--- config.mk ---
export PLATFORM = sky130hd
export DESIGN_NAME = lzce_ctrl_flat
export DESIGN_NICKNAME = d
export VERILOG_FILES = /design/src/rtl/lzce_pkg.sv /design/src/rtl/lzce_if.sv /design/src/rtl/lzce_ctrl.sv /design/src/flat_wrapper.sv
export SDC_FILE = /design/constraint.sdc
export NUM_CORES = 1
export LEC_CHECK = 0
export ABC_AREA = 1
export CORE_UTILIZATION = 68
export CTS_BUF_LIST = sky130_fd_sc_hd__clkbuf_8
export CTS_CLUSTER_SIZE = 30
export DETAILED_ROUTE_END_ITERATION = 7
export DONT_BUFFER_PORTS = 1
export GPL_TIMING_DRIVEN = 0
export PLACE_DENSITY_LB_ADDON = 0.1
export SLEW_MARGIN = 20
export SYNTH_ARGS = -nofsm -noshare
export SYNTH_HDL_FRONTEND = slang
export SYNTH_SLANG_ARGS = --single-unit
--- constraint.sdc ---
create_clock -name clock -period 6.6 [get_ports clock]
set_input_delay 0.66 -clock clock [delete_from_list [all_inputs] [get_ports clock]]
set_output_delay 0.66 -clock clock [all_outputs]
set_load 0.01 [all_outputs]
--- src/rtl/lzce_pkg.sv ---
// shared constants, types and codes of the zero-crossing edge core
package lzce_pkg;

   localparam int MAX_WIDTH  = 1024;
   localparam int MAX_HEIGHT = 4096;
   localparam int MAX_WINDOW = 7;
   localparam int MAX_RADIUS = (MAX_WINDOW - 1) / 2;

   localparam int COL_W  = (MAX_WIDTH > 1) ? $clog2(MAX_WIDTH) : 1;
   localparam int ROW_W  = (MAX_HEIGHT > 1) ? $clog2(MAX_HEIGHT) : 1;
   localparam int SLOT_W = (MAX_WINDOW > 1) ? $clog2(MAX_WINDOW) : 1;
   localparam int RAD_W  = (MAX_RADIUS > 0) ? $clog2(MAX_RADIUS + 1) : 1;

   localparam int PIXEL_W      = 8;
   localparam int WIDTH_REG_W  = 11;
   localparam int HEIGHT_REG_W = 13;
   localparam int WINDOW_REG_W = 3;
   localparam int THRESH_REG_W = 7;
   localparam int CSR_INDEX_W  = 2;
   localparam int CSR_DATA_W   = 13;

   localparam logic [WIDTH_REG_W-1:0]  WIDTH_RESET  = 11'd1024;
   localparam logic [HEIGHT_REG_W-1:0] HEIGHT_RESET = 13'd1024;
   localparam logic [WINDOW_REG_W-1:0] WINDOW_RESET = 3'd3;
   localparam logic [THRESH_REG_W-1:0] THRESH_RESET = 7'd0;

   localparam logic             CMD_PIXEL = 1'b0;
   localparam logic             CMD_FLUSH = 1'b1;
   localparam logic [PIXEL_W:0] MID_LEVEL = 9'd128;

   typedef logic [PIXEL_W-1:0] pixel_type;
   typedef logic [COL_W-1:0]   col_type;

   localparam pixel_type PIXEL_MAX = '1;

   typedef enum logic [CSR_INDEX_W-1:0] {
      CSR_IMAGE_WIDTH  = 2'd0,
      CSR_IMAGE_HEIGHT = 2'd1,
      CSR_WINDOW_SIZE  = 2'd2,
      CSR_THRESHOLD    = 2'd3
   } csr_index_type;

   // one window column travelling down the cell chain
   typedef struct packed {
      logic      valid;
      logic      last;
      logic      center;
      col_type   column;
      pixel_type lo;
      pixel_type hi;
      pixel_type ctr;
   } link_type;

   // per-cell control from the sequencer
   typedef struct packed {
      logic      wr_en;
      col_type   wr_col;
      pixel_type wr_data;
      logic      row_incl;
      logic      center_row;
   } cell_cmd_type;

endpackage

--- src/rtl/lzce_if.sv ---
// request and response channel interfaces of the zero-crossing edge core
interface lzce_req_if;
   logic                valid;
   logic                ready;
   logic                command;
   lzce_pkg::pixel_type log_pixel;

   modport source (output valid, output command, output log_pixel, input ready);
   modport sink (input valid, input command, input log_pixel, output ready);
endinterface

interface lzce_rsp_if;
   logic                valid;
   logic                ready;
   lzce_pkg::pixel_type edge_value;
   logic                frame_end;

   modport source (output valid, output edge_value, output frame_end, input ready);
   modport sink (input valid, input edge_value, input frame_end, output ready);
endinterface

--- src/rtl/lzce_ctrl.sv ---
// sequencer: registers, positions, window sweep, accumulation and response register
module lzce_ctrl (
   input  logic                                      clock,
   input  logic                                      reset,
   input  logic                                      csr_write_enable,
   input  logic [lzce_pkg::CSR_INDEX_W-1:0]          csr_index,
   input  logic [lzce_pkg::CSR_DATA_W-1:0]           csr_write_data,
   lzce_req_if.sink                                  req_chan,
   lzce_rsp_if.source                                rsp_chan,
   output lzce_pkg::cell_cmd_type [lzce_pkg::MAX_WINDOW-1:0] cell_cmd,
   output lzce_pkg::link_type                        head_link,
   input  lzce_pkg::link_type                        tail_link
);

   typedef enum logic [4:0] {
      ST_IDLE   = 5'b00001,
      ST_CHECK  = 5'b00010,
      ST_SWEEP  = 5'b00100,
      ST_SETTLE = 5'b01000,
      ST_EMIT   = 5'b10000
   } state_type;

   localparam int COL_W  = lzce_pkg::COL_W;
   localparam int ROW_W  = lzce_pkg::ROW_W;
   localparam int SLOT_W = lzce_pkg::SLOT_W;
   localparam int RAD_W  = lzce_pkg::RAD_W;

   function automatic logic [SLOT_W-1:0] next_slot(input logic [SLOT_W-1:0] s);
      logic [SLOT_W-1:0] n;
      if (int'(s) >= lzce_pkg::MAX_WINDOW - 1) begin
         n = '0;
      end else begin
         n = s + 1'b1;
      end
      return n;
   endfunction

   logic [lzce_pkg::WIDTH_REG_W-1:0]  image_width_ff;
   logic [lzce_pkg::HEIGHT_REG_W-1:0] image_height_ff;
   logic [lzce_pkg::WINDOW_REG_W-1:0] window_size_ff;
   logic [lzce_pkg::THRESH_REG_W-1:0] threshold_ff;

   state_type           state_ff, state_in;
   logic [COL_W-1:0]    in_col_ff, in_col_in, out_col_ff, out_col_in;
   logic [ROW_W-1:0]    in_row_ff, in_row_in, out_row_ff, out_row_in;
   logic [SLOT_W-1:0]   in_slot_ff, in_slot_in, out_slot_ff, out_slot_in;
   logic                draining_ff, draining_in;
   logic [COL_W-1:0]    sweep_col_ff, sweep_col_in;
   lzce_pkg::pixel_type acc_lo_ff, acc_lo_in, acc_hi_ff, acc_hi_in, acc_ctr_ff, acc_ctr_in;
   logic                rsp_valid_ff, rsp_valid_in;
   lzce_pkg::pixel_type edge_value_ff, edge_value_in;
   logic                frame_end_ff, frame_end_in;

   logic [COL_W:0]      width_eff;
   logic [ROW_W:0]      height_eff;
   logic [COL_W-1:0]    col_last, col_room, col_lo, col_hi;
   logic [ROW_W-1:0]    row_last, row_room, need_row;
   logic [RAD_W-1:0]    radius, rows_above, rows_below, cols_left, cols_right;
   logic [RAD_W:0]      span;
   logic [SLOT_W-1:0]   top_slot, slot_gap;
   logic                complete, rsp_load, frame_last, lo_ok, hi_ok;

   // register file
   always_ff @(posedge clock) begin
      if (reset) begin
         image_width_ff  <= lzce_pkg::WIDTH_RESET;
         image_height_ff <= lzce_pkg::HEIGHT_RESET;
         window_size_ff  <= lzce_pkg::WINDOW_RESET;
         threshold_ff    <= lzce_pkg::THRESH_RESET;
      end else if (csr_write_enable) begin
         unique case (lzce_pkg::csr_index_type'(csr_index))
            lzce_pkg::CSR_IMAGE_WIDTH: begin
               image_width_ff <= csr_write_data[lzce_pkg::WIDTH_REG_W-1:0];
            end
            lzce_pkg::CSR_IMAGE_HEIGHT: begin
               image_height_ff <= csr_write_data[lzce_pkg::HEIGHT_REG_W-1:0];
            end
            lzce_pkg::CSR_WINDOW_SIZE: begin
               window_size_ff <= csr_write_data[lzce_pkg::WINDOW_REG_W-1:0];
            end
            lzce_pkg::CSR_THRESHOLD: begin
               threshold_ff <= csr_write_data[lzce_pkg::THRESH_REG_W-1:0];
            end
         endcase
      end
   end

   // clamped frame geometry
   always_comb begin
      if (image_width_ff == '0) begin
         width_eff = (COL_W+1)'(1);
      end else if (int'(image_width_ff) > lzce_pkg::MAX_WIDTH) begin
         width_eff = (COL_W+1)'(lzce_pkg::MAX_WIDTH);
      end else begin
         width_eff = (COL_W+1)'(image_width_ff);
      end
      if (image_height_ff == '0) begin
         height_eff = (ROW_W+1)'(1);
      end else if (int'(image_height_ff) > lzce_pkg::MAX_HEIGHT) begin
         height_eff = (ROW_W+1)'(lzce_pkg::MAX_HEIGHT);
      end else begin
         height_eff = (ROW_W+1)'(image_height_ff);
      end
      if (int'(window_size_ff >> 1) > lzce_pkg::MAX_RADIUS) begin
         radius = RAD_W'(lzce_pkg::MAX_RADIUS);
      end else begin
         radius = RAD_W'(window_size_ff >> 1);
      end
      col_last = COL_W'(width_eff - 1'b1);
      row_last = ROW_W'(height_eff - 1'b1);
   end

   // window bounds around the next result position
   always_comb begin
      row_room   = row_last - out_row_ff;
      col_room   = col_last - out_col_ff;
      rows_above = (out_row_ff < ROW_W'(radius)) ? RAD_W'(out_row_ff) : radius;
      rows_below = (row_room < ROW_W'(radius)) ? RAD_W'(row_room) : radius;
      cols_left  = (out_col_ff < COL_W'(radius)) ? RAD_W'(out_col_ff) : radius;
      cols_right = (col_room < COL_W'(radius)) ? RAD_W'(col_room) : radius;
      col_lo     = out_col_ff - COL_W'(cols_left);
      col_hi     = out_col_ff + COL_W'(cols_right);
      need_row   = out_row_ff + ROW_W'(rows_below);
      span       = (RAD_W+1)'(rows_above) + (RAD_W+1)'(rows_below);
      complete   = (need_row < in_row_ff) || ((need_row == in_row_ff) && (col_hi < in_col_ff));
      if (out_slot_ff >= SLOT_W'(rows_above)) begin
         top_slot = out_slot_ff - SLOT_W'(rows_above);
      end else begin
         top_slot = out_slot_ff + SLOT_W'(lzce_pkg::MAX_WINDOW) - SLOT_W'(rows_above);
      end
   end

   // per-cell commands
   always_comb begin
      slot_gap = '0;
      for (int k = 0; k < lzce_pkg::MAX_WINDOW; k++) begin
         if (SLOT_W'(k) >= top_slot) begin
            slot_gap = SLOT_W'(k) - top_slot;
         end else begin
            slot_gap = SLOT_W'(k) + SLOT_W'(lzce_pkg::MAX_WINDOW) - top_slot;
         end
         cell_cmd[k].row_incl   = ((RAD_W+1)'(slot_gap) <= span)
                                  && (int'(slot_gap) <= int'(span));
         cell_cmd[k].center_row = (out_slot_ff == SLOT_W'(k));
         cell_cmd[k].wr_en      = (state_ff == ST_IDLE) && req_chan.valid
                                  && (req_chan.command == lzce_pkg::CMD_PIXEL)
                                  && !draining_ff && (in_slot_ff == SLOT_W'(k));
         cell_cmd[k].wr_col     = in_col_ff;
         cell_cmd[k].wr_data    = req_chan.log_pixel;
      end
   end

   assign lo_ok = {1'b0, acc_lo_ff} < (lzce_pkg::MID_LEVEL - {2'b00, threshold_ff});
   assign hi_ok = {1'b0, acc_hi_ff} > (lzce_pkg::MID_LEVEL + {2'b00, threshold_ff});
   assign rsp_load   = (state_ff == ST_EMIT) && (!rsp_valid_ff || rsp_chan.ready);
   assign frame_last = (out_col_ff >= col_last) && (out_row_ff >= row_last);

   assign req_chan.ready      = (state_ff == ST_IDLE);
   assign rsp_chan.valid      = rsp_valid_ff;
   assign rsp_chan.edge_value = edge_value_ff;
   assign rsp_chan.frame_end  = frame_end_ff;

   always_comb begin
      state_in      = state_ff;
      in_col_in     = in_col_ff;
      in_row_in     = in_row_ff;
      in_slot_in    = in_slot_ff;
      out_col_in    = out_col_ff;
      out_row_in    = out_row_ff;
      out_slot_in   = out_slot_ff;
      draining_in   = draining_ff;
      sweep_col_in  = sweep_col_ff;
      acc_lo_in     = acc_lo_ff;
      acc_hi_in     = acc_hi_ff;
      acc_ctr_in    = acc_ctr_ff;
      rsp_valid_in  = rsp_valid_ff;
      edge_value_in = edge_value_ff;
      frame_end_in  = frame_end_ff;

      head_link        = '0;
      head_link.lo     = lzce_pkg::PIXEL_MAX;
      head_link.column = sweep_col_ff;
      head_link.center = (sweep_col_ff == out_col_ff);
      head_link.last   = (sweep_col_ff == col_hi);

      if (rsp_valid_ff && rsp_chan.ready) begin
         rsp_valid_in = 1'b0;
      end

      // fold the column that leaves the chain
      if (tail_link.valid) begin
         if (tail_link.lo < acc_lo_ff) begin
            acc_lo_in = tail_link.lo;
         end
         if (tail_link.hi > acc_hi_ff) begin
            acc_hi_in = tail_link.hi;
         end
         if (tail_link.center) begin
            acc_ctr_in = tail_link.ctr;
         end
      end

      unique case (state_ff)
         ST_IDLE: begin
            if (req_chan.valid) begin
               state_in = ST_CHECK;
               if ((req_chan.command == lzce_pkg::CMD_PIXEL) && !draining_ff) begin
                  if (in_col_ff >= col_last) begin
                     in_col_in = '0;
                     if (in_row_ff >= row_last) begin
                        in_row_in   = '0;
                        in_slot_in  = '0;
                        draining_in = 1'b1;
                     end else begin
                        in_row_in  = in_row_ff + 1'b1;
                        in_slot_in = next_slot(in_slot_ff);
                     end
                  end else begin
                     in_col_in = in_col_ff + 1'b1;
                  end
               end
            end
         end
         ST_CHECK: begin
            if (draining_ff || complete) begin
               state_in     = ST_SWEEP;
               sweep_col_in = col_lo;
               acc_lo_in    = lzce_pkg::PIXEL_MAX;
               acc_hi_in    = '0;
               acc_ctr_in   = '0;
            end else begin
               state_in = ST_IDLE;
            end
         end
         ST_SWEEP: begin
            head_link.valid = 1'b1;
            if (sweep_col_ff == col_hi) begin
               state_in = ST_SETTLE;
            end else begin
               sweep_col_in = sweep_col_ff + 1'b1;
            end
         end
         ST_SETTLE: begin
            if (tail_link.valid && tail_link.last) begin
               state_in = ST_EMIT;
            end
         end
         ST_EMIT: begin
            if (rsp_load) begin
               rsp_valid_in  = 1'b1;
               edge_value_in = (lo_ok && hi_ok) ? acc_ctr_ff : '0;
               frame_end_in  = frame_last;
               state_in      = ST_IDLE;
               if (out_col_ff >= col_last) begin
                  out_col_in = '0;
                  if (out_row_ff >= row_last) begin
                     out_row_in  = '0;
                     out_slot_in = '0;
                     draining_in = 1'b0;
                     in_col_in   = '0;
                     in_row_in   = '0;
                     in_slot_in  = '0;
                  end else begin
                     out_row_in  = out_row_ff + 1'b1;
                     out_slot_in = next_slot(out_slot_ff);
                  end
               end else begin
                  out_col_in = out_col_ff + 1'b1;
               end
            end
         end
      endcase
   end

   always_ff @(posedge clock) begin
      if (reset) begin
         state_ff     <= ST_IDLE;
         in_col_ff    <= '0;
         in_row_ff    <= '0;
         in_slot_ff   <= '0;
         out_col_ff   <= '0;
         out_row_ff   <= '0;
         out_slot_ff  <= '0;
         draining_ff  <= 1'b0;
         rsp_valid_ff <= 1'b0;
      end else begin
         state_ff     <= state_in;
         in_col_ff    <= in_col_in;
         in_row_ff    <= in_row_in;
         in_slot_ff   <= in_slot_in;
         out_col_ff   <= out_col_in;
         out_row_ff   <= out_row_in;
         out_slot_ff  <= out_slot_in;
         draining_ff  <= draining_in;
         rsp_valid_ff <= rsp_valid_in;
      end
   end

   always_ff @(posedge clock) begin
      sweep_col_ff  <= sweep_col_in;
      acc_lo_ff     <= acc_lo_in;
      acc_hi_ff     <= acc_hi_in;
      acc_ctr_ff    <= acc_ctr_in;
      edge_value_ff <= edge_value_in;
      frame_end_ff  <= frame_end_in;
   end

`ifndef SYNTHESIS
   slot_range_a: assert property (@(posedge clock) disable iff (reset)
      (int'(in_slot_ff) < lzce_pkg::MAX_WINDOW) && (int'(out_slot_ff) < lzce_pkg::MAX_WINDOW))
      else $error("row slot out of range");

   drain_pos_a: assert property (@(posedge clock) disable iff (reset)
      draining_ff |-> ((in_col_ff == '0) && (in_row_ff == '0)))
      else $error("input position moved while draining");

   rsp_from_emit_a: assert property (@(posedge clock) disable iff (reset)
      $rose(rsp_valid_ff) |-> $past(state_ff == ST_EMIT))
      else $error("response loaded outside emit");

   frame_wrap_a: assert property (@(posedge clock) disable iff (reset)
      (rsp_load && frame_last) |=> ((out_col_ff == '0) && (out_row_ff == '0) && !draining_ff))
      else $error("frame end did not rewind output position");

   sweep_bound_a: assert property (@(posedge clock) disable iff (reset)
      (state_ff == ST_SWEEP) |-> ((sweep_col_ff >= col_lo) && (sweep_col_ff <= col_hi)))
      else $error("sweep column outside window");
`endif

endmodule

--- src/flat_wrapper.sv ---
// flat-port wrapper written by rule: the top's interface ports become plain ports
module lzce_ctrl_flat 
  (clock, reset, csr_write_enable, csr_index, csr_write_data, cell_cmd, head_link, tail_link, req_chan_valid, req_chan_command, req_chan_log_pixel, req_chan_ready, rsp_chan_valid, rsp_chan_edge_value, rsp_chan_frame_end, rsp_chan_ready);
  lzce_req_if req_chan_i ();
  lzce_rsp_if rsp_chan_i ();
  input  logic clock;
  input  logic reset;
  input  logic csr_write_enable;
  input  logic [lzce_pkg::CSR_INDEX_W-1:0] csr_index;
  input  logic [lzce_pkg::CSR_DATA_W-1:0] csr_write_data;
  output lzce_pkg::cell_cmd_type [lzce_pkg::MAX_WINDOW-1:0] cell_cmd;
  output lzce_pkg::link_type head_link;
  input  lzce_pkg::link_type tail_link;
  input wire logic [$bits(req_chan_i.valid)-1:0] req_chan_valid;
  input wire logic [$bits(req_chan_i.command)-1:0] req_chan_command;
  input wire logic [$bits(req_chan_i.log_pixel)-1:0] req_chan_log_pixel;
  output wire logic [$bits(req_chan_i.ready)-1:0] req_chan_ready;
  output wire logic [$bits(rsp_chan_i.valid)-1:0] rsp_chan_valid;
  output wire logic [$bits(rsp_chan_i.edge_value)-1:0] rsp_chan_edge_value;
  output wire logic [$bits(rsp_chan_i.frame_end)-1:0] rsp_chan_frame_end;
  input wire logic [$bits(rsp_chan_i.ready)-1:0] rsp_chan_ready;
  assign req_chan_i.valid = req_chan_valid;
  assign req_chan_i.command = req_chan_command;
  assign req_chan_i.log_pixel = req_chan_log_pixel;
  assign req_chan_ready = req_chan_i.ready;
  assign rsp_chan_valid = rsp_chan_i.valid;
  assign rsp_chan_edge_value = rsp_chan_i.edge_value;
  assign rsp_chan_frame_end = rsp_chan_i.frame_end;
  assign rsp_chan_i.ready = rsp_chan_ready;
  lzce_ctrl u_core (.clock(clock), .reset(reset), .csr_write_enable(csr_write_enable), .csr_index(csr_index), .csr_write_data(csr_write_data), .req_chan(req_chan_i), .rsp_chan(rsp_chan_i), .cell_cmd(cell_cmd), .head_link(head_link), .tail_link(tail_link));
endmodule
==> reports/metrics.json <==
{
  "worst_slew_pin_slew": {"value": 0.715, "unit": "ns"},
  "route.final.wire_length": {"value": 35100, "unit": "µm"},
  "critical_path_required_time": {"value": 6.79, "unit": "ns"},
  "cts_max_path_buffers": {"value": 2},
  "crit_cells": {"value": 41},
  "clkSinkCount": {"value": 133},
  "synth-edff-count": {"value": 19},
  "mappedNetlistArea": {"value": 13600, "unit": "µm²"},
  "post_synth.cell_area_avg": {"value": 6.72, "unit": "µm²"},
  "drt-vias-per-instance": {"value": 5.57},
  "power_report.internal_total": {"value": 0.00195, "unit": "W"},
  "cts_tree": {"value": "yes"},
  "power.switching_fraction": {"value": 43.2, "unit": "%"},
  "period_share": {"value": 92.1, "unit": "%"},
  "fillerInstances": {"value": 1654},
  "slew_violations": {"value": 0},
  "finalWeightedCongestion": {"value": 0.950},
  "final_antenna_net_count": {"value": 0},
  "cts-htree-levels": {"value": 4},
  "fp.dieH": {"value": 144, "unit": "µm"},
  "worstPathArrival": {"value": 6.26, "unit": "ns"},
  "std_cell_rows": {"value": 51},
  "layout-drive-gt1-share": {"value": 13.3, "unit": "%"},
  "hold_violations": {"value": 0},
  "cts.reportedPaths.clkPinSlew": {"value": 0.09, "unit": "ns"},
  "final_period_minus_worst_setup_slack": {"value": 6.08, "unit": "ns"},
  "hold_ws": {"value": 0.301, "unit": "ns"},
  "first_global_vias": {"value": 11600},
  "critical_path.top_delay_family": {"value": "simple AND/OR/NAND/NOR gates"},
  "dominantRegCellSynth": {"value": "dfxtp_1"},
  "wl_per_cell": {"value": 15.0, "unit": "µm"},
  "drt_first_iter_violations": {"value": 1034},
  "power.sequential.fraction": {"value": 30.8, "unit": "%"},
  "vdd.ir_drop.worst": {"value": 0.000215, "unit": "V"},
  "power.share.combinational": {"value": 46.8, "unit": "%"},
  "initial_antenna_violation_count": {"value": 0},
  "grt_pass1_wl": {"value": 54900, "unit": "µm"},
  "power_density": {"value": 235, "unit": "nW/µm²"},
  "grt_usage": {"value": 33.8, "unit": "%"},
  "run_status": {"value": "finished, final reports clean"},
  "area_growth_syn_to_layout": {"value": 7.02, "unit": "%"},
  "crit_path_frequent_cell": {"value": "nand2_1"},
  "first_pass_iteration_count_of_the_detailed_router": {"value": 7},
  "path_buf_inv": {"value": 6},
  "yosysTopAreaCellShare": {"value": 16.7, "unit": "%"},
  "timing.final.setup_violations": {"value": 0},
  "placeable_core_region": {"value": 19600, "unit": "µm²"},
  "globalRoute.totalOverflow": {"value": 0},
  "power_leakage": {"value": 7.25, "unit": "nW"},
  "synth-seq-area-share": {"value": 20.9, "unit": "%"},
  "cts_hold_fix_bufs": {"value": 0},
  "synth_area_leaders": {"value": "dfxtp_1 (17%), ha_1 (15%), nand2_1 (12%)"},
  "grt_max_degree": {"value": 18},
  "worstRegToRegCells": {"value": 41},
  "num_antenna_cells": {"value": 0},
  "timing.critical_path.fanout_max": {"value": 10},
  "criticalPathCategory": {"value": "reg2reg"},
  "cp-start-kind": {"value": "flop"},
  "yosysMostFrequentCell": {"value": "nand2_1"},
  "library_cell_used_as_clock_root_buffer": {"value": "clkbuf_8"},
  "yosys.cell_types.count": {"value": 58},
  "clockPowerShare": {"value": 22.4, "unit": "%"},
  "timing.fmax": {"value": 165, "unit": "MHz"},
  "insertion_delay": {"value": 0.49, "unit": "ns"},
  "netlist_top_cells_count": {"value": "nand2_1 (440), inv_1 (250), nor2_1 (209), ha_1 (160), buf_4 (146)"},
  "synthDominantAreaCellType": {"value": "dfxtp_1"},
  "worstHoldPathType": {"value": "in2reg"},
  "final_core_util": {"value": 74.5, "unit": "%"},
  "fin_skew": {"value": 0.0190, "unit": "ns"},
  "relSlewSlack": {"value": 52.0, "unit": "%"},
  "ioPinCount": {"value": 261},
  "syn-instance-count": {"value": 2028},
  "hold_path_depth": {"value": 2},
  "grt_setup_unrepaired": {"value": "no"},
  "worst_setup_path_end_kind": {"value": "flop"},
  "dp_hpwl": {"value": 27900, "unit": "µm"},
  "nets": {"value": 2304},
  "maxCapViolations": {"value": 0},
  "yosys_warnings": {"value": 0},
  "worst_path_largest_cell_delay": {"value": 0.38, "unit": "ns"},
  "post_detailed_route_drc_marker_count": {"value": 0},
  "die_area": {"value": 20600, "unit": "µm²"},
  "port_buffers": {"value": 0},
  "power.switching": {"value": 0.00148, "unit": "W"},
  "initial_utilization": {"value": 69.6, "unit": "%"},
  "die_x": {"value": 144, "unit": "µm"},
  "ys_async_sr_fraction": {"value": 0, "unit": "%"},
  "clock_buffers_created_by_tritoncts": {"value": 17},
  "synth_seq_cells": {"value": 133},
  "total_number_of_vias": {"value": 13100},
  "cpMaxStageDelayCell": {"value": "ha_2"}
}
[routing by layer]
| layer | vias to the layer above | global-route usage (%) | part of all wire (%) |
|---|---|---|---|
| li1 | 6505 | - | - |
| met4 | 0 | 10.9 | 2.3 |
| met3 | 70 | 7.50 | 8.7 |
| met1 | 5943 | 43.8 | 43 |
| met2 | 555 | 55.5 | 46 |
| met5 | - | 0 | 0 |
[through the flow]
step	instances	setup WS [ns]	TNS [ns]	area (µm²)	total power, W
after CTS	2347	0.00331	0	14500	0.00341
after global routing	2348	0.0284	0	14600	0.00371
final	2348	0.524	0	14600	0.00344
after detailed placement	2315	-0.503	-5.12	14000	0.00264
after global placement	2315	-0.308	-3.08	14000	0.00258
after floorplan	2050	1.04	0	13700	0.00232
[what timing repair did]
action                     4_1_cts  5_1_grt
setup endpoints to repair       20       41
gates resized for setup          5       24
pin swaps                        0        3
buffers inserted                 0        1
[worst register-to-register path: cells and delay by family, from the launching register on]
| kind | cells | cell delay, ns |
|---|---|---|
| flip-flops | 1 | 0.36 |
| adder cells (fa/ha/maj) | 5 | 1.46 |
| buffers and inverters | 6 | 0.63 |
| AND/OR/NAND/NOR | 28 | 3.01 |
| XOR/XNOR | 2 | 0.32 |
[power by group through the flow]
stage / Sequential, W / Combinational (W) / Clock (W)
4_1_cts: 0.00106 / 0.00158 / 0.000768
2_1_floorplan: 0.00103 / 0.00129 / 0
3_5_place_dp: 0.00107 / 0.00157 / 0
3_3_place_gp: 0.00107 / 0.00151 / 0
5_1_grt: 0.00108 / 0.00183 / 0.000804
6_report: 0.00106 / 0.00161 / 0.000770
[cell type report]
class	count	area [µm²]	share of cell area, %
inverter	268	1010	6.91
sequential	133	2850	19.5
clock inverter	15	194	1.33
tap	265	332	2.27
timing repair buffer	1	7.51	0.0514
multi-input combinational	1467	8670	59.4
clock buffer	17	234	1.60
buffer	182	1300	8.89
[worst paths after layout]
check,from,end,slack (ns)
max,u_core.image_height_ff[6],u_core.sweep_col_ff[9],0.52
min,csr_write_data[10],u_core.image_height_ff[10],0.30
max reg2reg,u_core.image_height_ff[6],u_core.sweep_col_ff[9],0.52
min reg2reg,u_core.acc_ctr_ff[3],u_core.acc_ctr_ff[3],0.46
[layout by cell type, fill, tap and decap left out, drive strengths merged, types with 2 or more instances in the layout]
cell type	netlist	layout
nand2	461	461
inv	266	274
nor2	218	218
buf	161	162
ha	160	160
nand3	129	129
a21oi	119	119
dfxtp	114	114
o21ai	109	109
xor2	62	62
nand4	47	47
clkbuf	21	38
nor3	37	37
conb	2	24
xnor2	20	20
edfxtp	19	19
o211ai	11	11
nor3b	10	10
nand3b	9	9
nor4	8	8
fa	8	8
o21a	6	6
o21bai	6	6
clkinv	2	5
a211oi	4	4
or2	3	3
bufinv	0	3
o41ai	2	2
and2	2	2
a21o	2	2
[state kept, by name, summed over array words and instances (netlist names), 5 cells and up]
register and count:
u_core.image_width_ff 11, u_core.in_col_ff 10, u_core.rsp_chan.edge_value 8, u_core.acc_ctr_ff 8, u_core.out_row_ff 12, u_core.state_ff 5, u_core.threshold_ff 7, u_core.image_height_ff 13
u_core.sweep_col_ff 10, u_core.acc_lo_ff 8, u_core.in_row_ff 12, u_core.acc_hi_ff 8, u_core.out_col_ff 10
[cells by family (layout without fill, tap and decap cells)]
group	Yosys count	in the layout	synth area share [%]
multiplexers	1	1	0.0734
AO/OA/AOI/OAI	267	267	10.8
other	2	24	0.0551
buffers and inverters	450	483	16.8
adder cells (fa/ha/maj)	168	168	15.9
flip-flops	133	133	20.9
AND/OR/NAND/NOR	925	925	30.3
XOR/XNOR	82	82	5.27
(Power assumes the default switching activity.)
